--- config.mk ---
export PLATFORM = sky130hd
export DESIGN_NAME = tsta_ctrl
export DESIGN_NICKNAME = d
export VERILOG_FILES = /design/src/sv/tsta_pkg.sv /design/src/sv/tsta_ctrl.sv
export VERILOG_INCLUDE_DIRS = /design/src /design/src/sv
export SDC_FILE = /design/constraint.sdc
export NUM_CORES = 1
export LEC_CHECK = 0
export ABC_AREA = 1
export BUFFER_PORTS_ARGS = -buffer_cell sky130_fd_sc_hd__buf_2
export CELL_PAD_IN_SITES_DETAIL_PLACEMENT = 0
export CELL_PAD_IN_SITES_GLOBAL_PLACEMENT = 1
export CORE_AREA = 3 3 40 42
export DETAILED_ROUTE_END_ITERATION = 8
export DIE_AREA = 0 0 43 45
export GPL_TIMING_DRIVEN = 0
export PLACE_DENSITY_LB_ADDON = 0.1
export REMOVE_ABC_BUFFERS = 1
export SLEW_MARGIN = 10
export SYNTH_ARGS = -nofsm -noshare
export SYNTH_HDL_FRONTEND = slang
export SYNTH_SLANG_ARGS = --single-unit
--- constraint.sdc ---
create_clock -name clock -period 1.9 [get_ports clock]
set_clock_uncertainty 0.05 [all_clocks]
set_input_delay 0.19 -clock clock [delete_from_list [all_inputs] [get_ports clock]]
set_output_delay 0.19 -clock clock [all_outputs]
set_load 0.1 [all_outputs]
--- src/sv/template_slot_table_allocator_unit_macros.svh ---
// Assertion macros shared by the slot table allocator RTL.
// Depends on nothing; included by the files that carry assertions.
`ifndef TEMPLATE_SLOT_TABLE_ALLOCATOR_UNIT_MACROS_SVH
`define TEMPLATE_SLOT_TABLE_ALLOCATOR_UNIT_MACROS_SVH

// Checks a property on every rising edge outside reset.
`define TSTA_ASSERT(lbl, clk, rst, prop) \
   lbl: assert property (@(posedge clk) disable iff (rst) (prop)) \
      else $error("slot table allocator check failed");

// Checks that a condition never holds outside reset.
`define TSTA_NEVER(lbl, clk, rst, expr) \
   lbl: assert property (@(posedge clk) disable iff (rst) !(expr)) \
      else $error("slot table allocator check failed");

`endif

--- src/sv/tsta_pkg.sv ---
// Package for the slot table allocator: sizes, codes and the structs that
// pass between controller and datapath. Depends on nothing.
package tsta_pkg;

   localparam int SLOTS            = 128;
   localparam int SECTOR_MAP_BYTES = 20;
   localparam int SECTOR_BITS      = SECTOR_MAP_BYTES * 8;
   localparam int SLOT_W           = $clog2(SLOTS);
   localparam int SEC_W            = $clog2(SECTOR_BITS);
   // One step past the last sector bit and the last slot read, so the
   // trackers are settled in the cycle that ends the scan.
   localparam int SCAN_END = ((SECTOR_BITS - 1 > SLOTS) ? SECTOR_BITS - 1 : SLOTS) + 1;
   localparam int CNT_W    = $clog2(SCAN_END + 1);

   localparam logic [15:0] UPD_MAX    = 16'hfffe;
   localparam logic [7:0]  MEMBER_MAX = 8'h64;
   localparam logic [15:0] MAX_LEN_RESET = 16'd12284;

   localparam int CSR_AW = 3;
   localparam logic [CSR_AW-1:0] CSR_ADDR_INIT_UPD = 3'd0;
   localparam logic [CSR_AW-1:0] CSR_ADDR_MAX_LEN  = 3'd4;

   localparam logic [2:0] OP_STORE      = 3'd0;
   localparam logic [2:0] OP_DEL_KEY    = 3'd1;
   localparam logic [2:0] OP_DEL_MEMBER = 3'd2;
   localparam logic [2:0] OP_LOOKUP     = 3'd3;
   localparam logic [2:0] OP_READ       = 3'd4;
   localparam logic [2:0] OP_CLEAR      = 3'd5;

   localparam logic [2:0] ST_OK        = 3'd0;
   localparam logic [2:0] ST_PARAM     = 3'd1;
   localparam logic [2:0] ST_NOT_FOUND = 3'd2;
   localparam logic [2:0] ST_FULL      = 3'd3;
   localparam logic [2:0] ST_BAD_LEN   = 3'd4;

   typedef struct packed {
      logic [7:0]  key;
      logic [7:0]  sector;
      logic [15:0] length;
      logic [7:0]  member;
      logic [15:0] updates;
   } entry_type;

   typedef struct packed {
      logic load;
      logic check;
      logic scan;
      logic fetch;
      logic apply;
   } cmd_type;

   typedef struct packed {
      logic scan_needed;
      logic fetch_needed;
      logic scan_done;
   } stat_type;

   typedef struct packed {
      logic [2:0]  status;
      logic [6:0]  found_slot;
      logic [7:0]  sector;
      logic [15:0] stored_length;
      logic [7:0]  stored_member;
      logic        key_present;
      logic [7:0]  entry_count;
      logic [15:0] update_count;
   } result_type;

endpackage

--- src/sv/tsta_ctrl.sv ---
// Controller state machine of the slot table allocator.
// Depends on tsta_pkg and the assertion macro header.
`include "template_slot_table_allocator_unit_macros.svh"

module tsta_ctrl
   import tsta_pkg::*;
(
   input  logic     clock,
   input  logic     reset,
   input  logic     req_valid,
   output logic     req_ready,
   input  logic     rsp_free,
   input  stat_type stat,
   output cmd_type  cmd,
   output logic     emit
);

   typedef enum logic [5:0] {
      S_IDLE  = 6'b000001,
      S_CHECK = 6'b000010,
      S_SCAN  = 6'b000100,
      S_FETCH = 6'b001000,
      S_APPLY = 6'b010000,
      S_DONE  = 6'b100000
   } state_type;

   state_type state_ff, state_in;

   always_comb begin
      state_in  = state_ff;
      cmd       = '0;
      emit      = 1'b0;
      req_ready = 1'b0;
      case (state_ff)
         S_IDLE: begin
            req_ready = 1'b1;
            cmd.load  = req_valid;
            if (req_valid) state_in = S_CHECK;
         end
         S_CHECK: begin
            cmd.check = 1'b1;
            if (stat.scan_needed) state_in = S_SCAN;
            else if (stat.fetch_needed) state_in = S_FETCH;
            else state_in = S_DONE;
         end
         S_SCAN: begin
            cmd.scan = 1'b1;
            if (stat.scan_done) state_in = stat.fetch_needed ? S_FETCH : S_DONE;
         end
         S_FETCH: begin
            cmd.fetch = 1'b1;
            state_in  = S_APPLY;
         end
         S_APPLY: begin
            cmd.apply = 1'b1;
            state_in  = S_DONE;
         end
         S_DONE: begin
            emit = rsp_free;
            if (rsp_free) state_in = S_IDLE;
         end
         default: state_in = S_IDLE;
      endcase
   end

   always_ff @(posedge clock) begin
      if (reset) state_ff <= S_IDLE;
      else state_ff <= state_in;
   end

   `TSTA_ASSERT(a_accept_checks, clock, reset, (req_valid && req_ready) |=> (state_ff == S_CHECK))
   `TSTA_ASSERT(a_scan_ends, clock, reset, (state_ff == S_SCAN && !stat.scan_done) |=> (state_ff == S_SCAN))
   `TSTA_NEVER(a_emit_idle, clock, reset, emit && (state_ff != S_DONE))

endmodule

After elaboration in Yosys (flattened, before gate mapping)
Index checks and enable logic that the tools add are counted.
Cells by class
  equal/unequal tests: 9
  mux-type cells: 13
  reduce and logical (&&, ||, !) cells: 1
Operators by type and width (count)
  6-bit one-hot mux with 6 select lines: 1
  6-bit two-way mux: 5
  1-bit two-way mux: 7
  6-bit by 1-bit == test with 1-bit output (second input constant): 1
  6-bit by 2-bit == test with 1-bit output (second input constant): 1
  6-bit by 3-bit == test with 1-bit output (second input constant): 1
  6-bit by 4-bit == test with 1-bit output (second input constant): 1
  6-bit by 5-bit == test with 1-bit output (second input constant): 1
  6-bit == test (second input constant): 1
  2-bit inequality test (second input constant): 3
  3-bit AND reduction: 1
Word-level totals
  flip-flop bits (word level): 6
  bits of input ports: 7
  output and inout port bits: 7
  logic and storage cells: 24

Longest topological paths before layout
  depth in word-level cells: 3
  depth in mapped cells: 8
  mapped depth without buffers: 8

Worst setup path before layout
OpenSTA, ideal clock, no wires.
  kind: flip-flop to output port
  start: register state_ff[5]
  end: output port cmd[4] (netlist bit)
  arrival time: 1910 ps
  required time: 1660 ps
  path slack: -250 ps
  stages on the path, launching flop included: 4
  path buffers: 0
  cells stage by stage: dfxtp_1 > nor2_4 > nand3_1 > nor2_1
RTL lines
  start: declaration: RTL line tsta_ctrl.sv:27  | state_type state_ff, state_in;
  start signal: assignment: RTL line tsta_ctrl.sv:68  | else state_ff <= state_in;
  end: declaration: RTL line tsta_ctrl.sv:14  | output cmd_type cmd,

==> flow_summary.json <==
{
  "drive_gt1_share_pct": 27.3,
  "cp_cell_sequence": "nor2_4, nand3_1, nor2_1, buf_2",
  "dr.pass1.iters": 4,
  "die_w_um": 43,
  "top_register": "state_ff",
  "critical-path-slowest-cell": "sky130_fd_sc_hd__buf_2",
  "post_drt_via_cell_ratio": 4.51,
  "worst-path-max-fanout": 8,
  "portBuffers": 13,
  "post-route-cell-area_um2": 484,
  "minimum_clock_period_after_layout_ns": 1.74,
  "fmax_ghz": 0.575,
  "globalplace.congestion": 0.745,
  "worst-endpoint-arrival_ns": 1.50,
  "hpwlAfterDp_um": 737,
  "buffer_count_from_post_cts_setup_fixing": 0,
  "postRouteWirelength_um": 917,
  "worst_path_dominant_cell_family": "simple AND/OR/NAND/NOR gates",
  "cts_max_level": 1,
  "setup_tns_ns": 0,
  "timing.max_cap.violations": 0,
  "std_cell_rows": 13,
  "filler_cell_count_in_the_final_layout": 139,
  "drv_slew": 0,
  "antenna_found_initial": 0,
  "grt_pass1_wl_um": 1470,
  "ys_types": 13,
  "cts_buffers": 3,
  "report.final.setup_viol": 0,
  "synth.yosys.warnings": 0,
  "cts_hold_repair.buffers": 0,
  "drtIter0Drc": 13,
  "critPathRequiredTime_ns": 1.66,
  "initial_utilization_pct": 29.4,
  "clockRootBuffer": "sky130_fd_sc_hd__clkbuf_4",
  "wl_per_cell_um": 9.97,
  "fp.dieH_um": 45,
  "route.antenna.remaining_nets": 0,
  "min-delay-path-class": "in2reg",
  "clock-sinks": 6,
  "critPathLaunchType": "register",
  "fin_crit_sh_pct": 91.5,
  "floorplan.core_area_um2": 1280,
  "first_global_vias": 368,
  "synthesis.area_per_instance_um2": 6.19,
  "worstMarginPinSlew_ns": 0.485,
  "design.die.area_um2": 1940,
  "globalRoute.totalOverflow": 0,
  "most-common-layout-cells": "sky130_fd_sc_hd__inv_1 (14), sky130_fd_sc_hd__nor2_1 (13), sky130_fd_sc_hd__buf_2 (13)",
  "detailroute.via_count": 415,
  "ys_ff_latch": 6,
  "num_io_pins": 14,
  "critical_path_class": "reg2out",
  "nNetsFinal": 86,
  "netlist_instances": 61,
  "biggestRegsByFlops": "state_ff: 6 flops",
  "post-place-ws_ns": 0.402,
  "gr-usage-all-layers_pct": 11.1,
  "maxSlewHeadroom_pct": 67.9,
  "most_common_library_cell_in_the_layout_ignoring_fill_and_taps": "sky130_fd_sc_hd__inv_1",
  "power.density_nw_per_um2": 760,
  "outcome": "finished, final reports clean",
  "grt_max_degree": 9,
  "antennaDiodeCount": 0,
  "flow.area_growth_from_synthesis_pct": 28.1,
  "leakage_uw": 0.000299,
  "largest_register_ff_count": 6,
  "clkTransAtPathRegs_ns": 0.04,
  "ctsResizeCount": 0,
  "worst_case_clock_buffer_depth": 2,
  "vdd_ir_drop_max_mv": 0.285,
  "setup_ws_ns": 0.161,
  "utilization_pct": 37.7,
  "seq_area_frac_synth_pct": 31.8,
  "cts_tree": "built",
  "rsz0062_at_grt": "false",
  "slowest_delay_ns": 0.43,
  "critical_path_capture_point_type": "output port",
  "drt_drc_violations_left": 0,
  "clock_insertion_delay_worst_skew_ns": 0.24,
  "placed_cell_area_um2": 462,
  "critPathBufInv": 1,
  "netlist_area_um2": 378,
  "timing_hold_violations_final": 0
}
==> metrics by stage <==
step / power (uW) / hold WS [ns] / std cells
after CTS: 374 / 0.143 / 92
after global routing: 393 / 0.148 / 92
after detailed placement: 257 / 0.396 / 89
after global placement: 257 / 0.397 / 89
final: 368 / 0.153 / 92
after floorplan: 233 / 0.209 / 61
==> path summary, 6_finish.rpt <==
path          startpoint     endpoint  slack [ns]  depth (start not counted)
max reg2reg  state_ff[0]  state_ff[0]        0.65                          6
max          state_ff[5]       cmd[4]        0.16                          4
min reg2reg  state_ff[3]  state_ff[4]        0.54                          2
min                reset  state_ff[3]        0.15                          2
==> logic make-up (layout without fill, tap and decap cells) <==
family	count (synthesis)	count (layout)	share of synthesized area, %
DFF	6	6	31.8
buffers and inverters	15	31	14.9
AOI/OAI and AO/OA	3	3	3.97
and+or+nand+nor	37	37	49.3
==> final cells by class <==
| class | instances | area, um^2 | area share (%) |
|---|---|---|---|
| multi-input cells | 40 | 201 | 41.6 |
| flip-flops and latches | 6 | 120 | 24.8 |
| clock buffers | 3 | 22.5 | 4.65 |
| inverters | 15 | 56.3 | 11.6 |
| well taps | 15 | 18.8 | 3.88 |
| repair buffers | 13 | 65.1 | 13.4 |
==> per-layer routing <==
layer  vias up  GRT usage (%)  share of wire [%]
met3         0           4.78                8.7
met2        17           16.5                 41
li1        227              -                  -
met4         0           7.23                  0
met5         -              0                  0
met1       171           12.9                 50
==> where the power goes <==
group          switching [uW]  internal (uW)  leakage [uW]  total (uW)
logic                    94.3           24.7      0.000236         119
registers                4.52            132     0.0000488         136
clock network            41.8           71.2     0.0000138         113
==> Yosys cell counts <==
cell type | instances | area [um^2]
sky130_fd_sc_hd__inv_1 | 14 | 52.6
sky130_fd_sc_hd__nor2_1 | 13 | 48.8
sky130_fd_sc_hd__dfxtp_1 | 6 | 120
sky130_fd_sc_hd__nand2_1 | 6 | 22.5
sky130_fd_sc_hd__nand3_1 | 6 | 30.0
sky130_fd_sc_hd__nand4_1 | 6 | 37.5
sky130_fd_sc_hd__a21oi_1 | 2 | 10.0
sky130_fd_sc_hd__nor2_2 | 2 | 12.5
sky130_fd_sc_hd__nor2_4 | 2 | 22.5
sky130_fd_sc_hd__inv_2 | 1 | 3.75
sky130_fd_sc_hd__nand3b_1 | 1 | 7.51
sky130_fd_sc_hd__nor3_1 | 1 | 5.00
sky130_fd_sc_hd__o21ai_1 | 1 | 5.00
No activity file was read; power rests on OpenSTA's default activity.
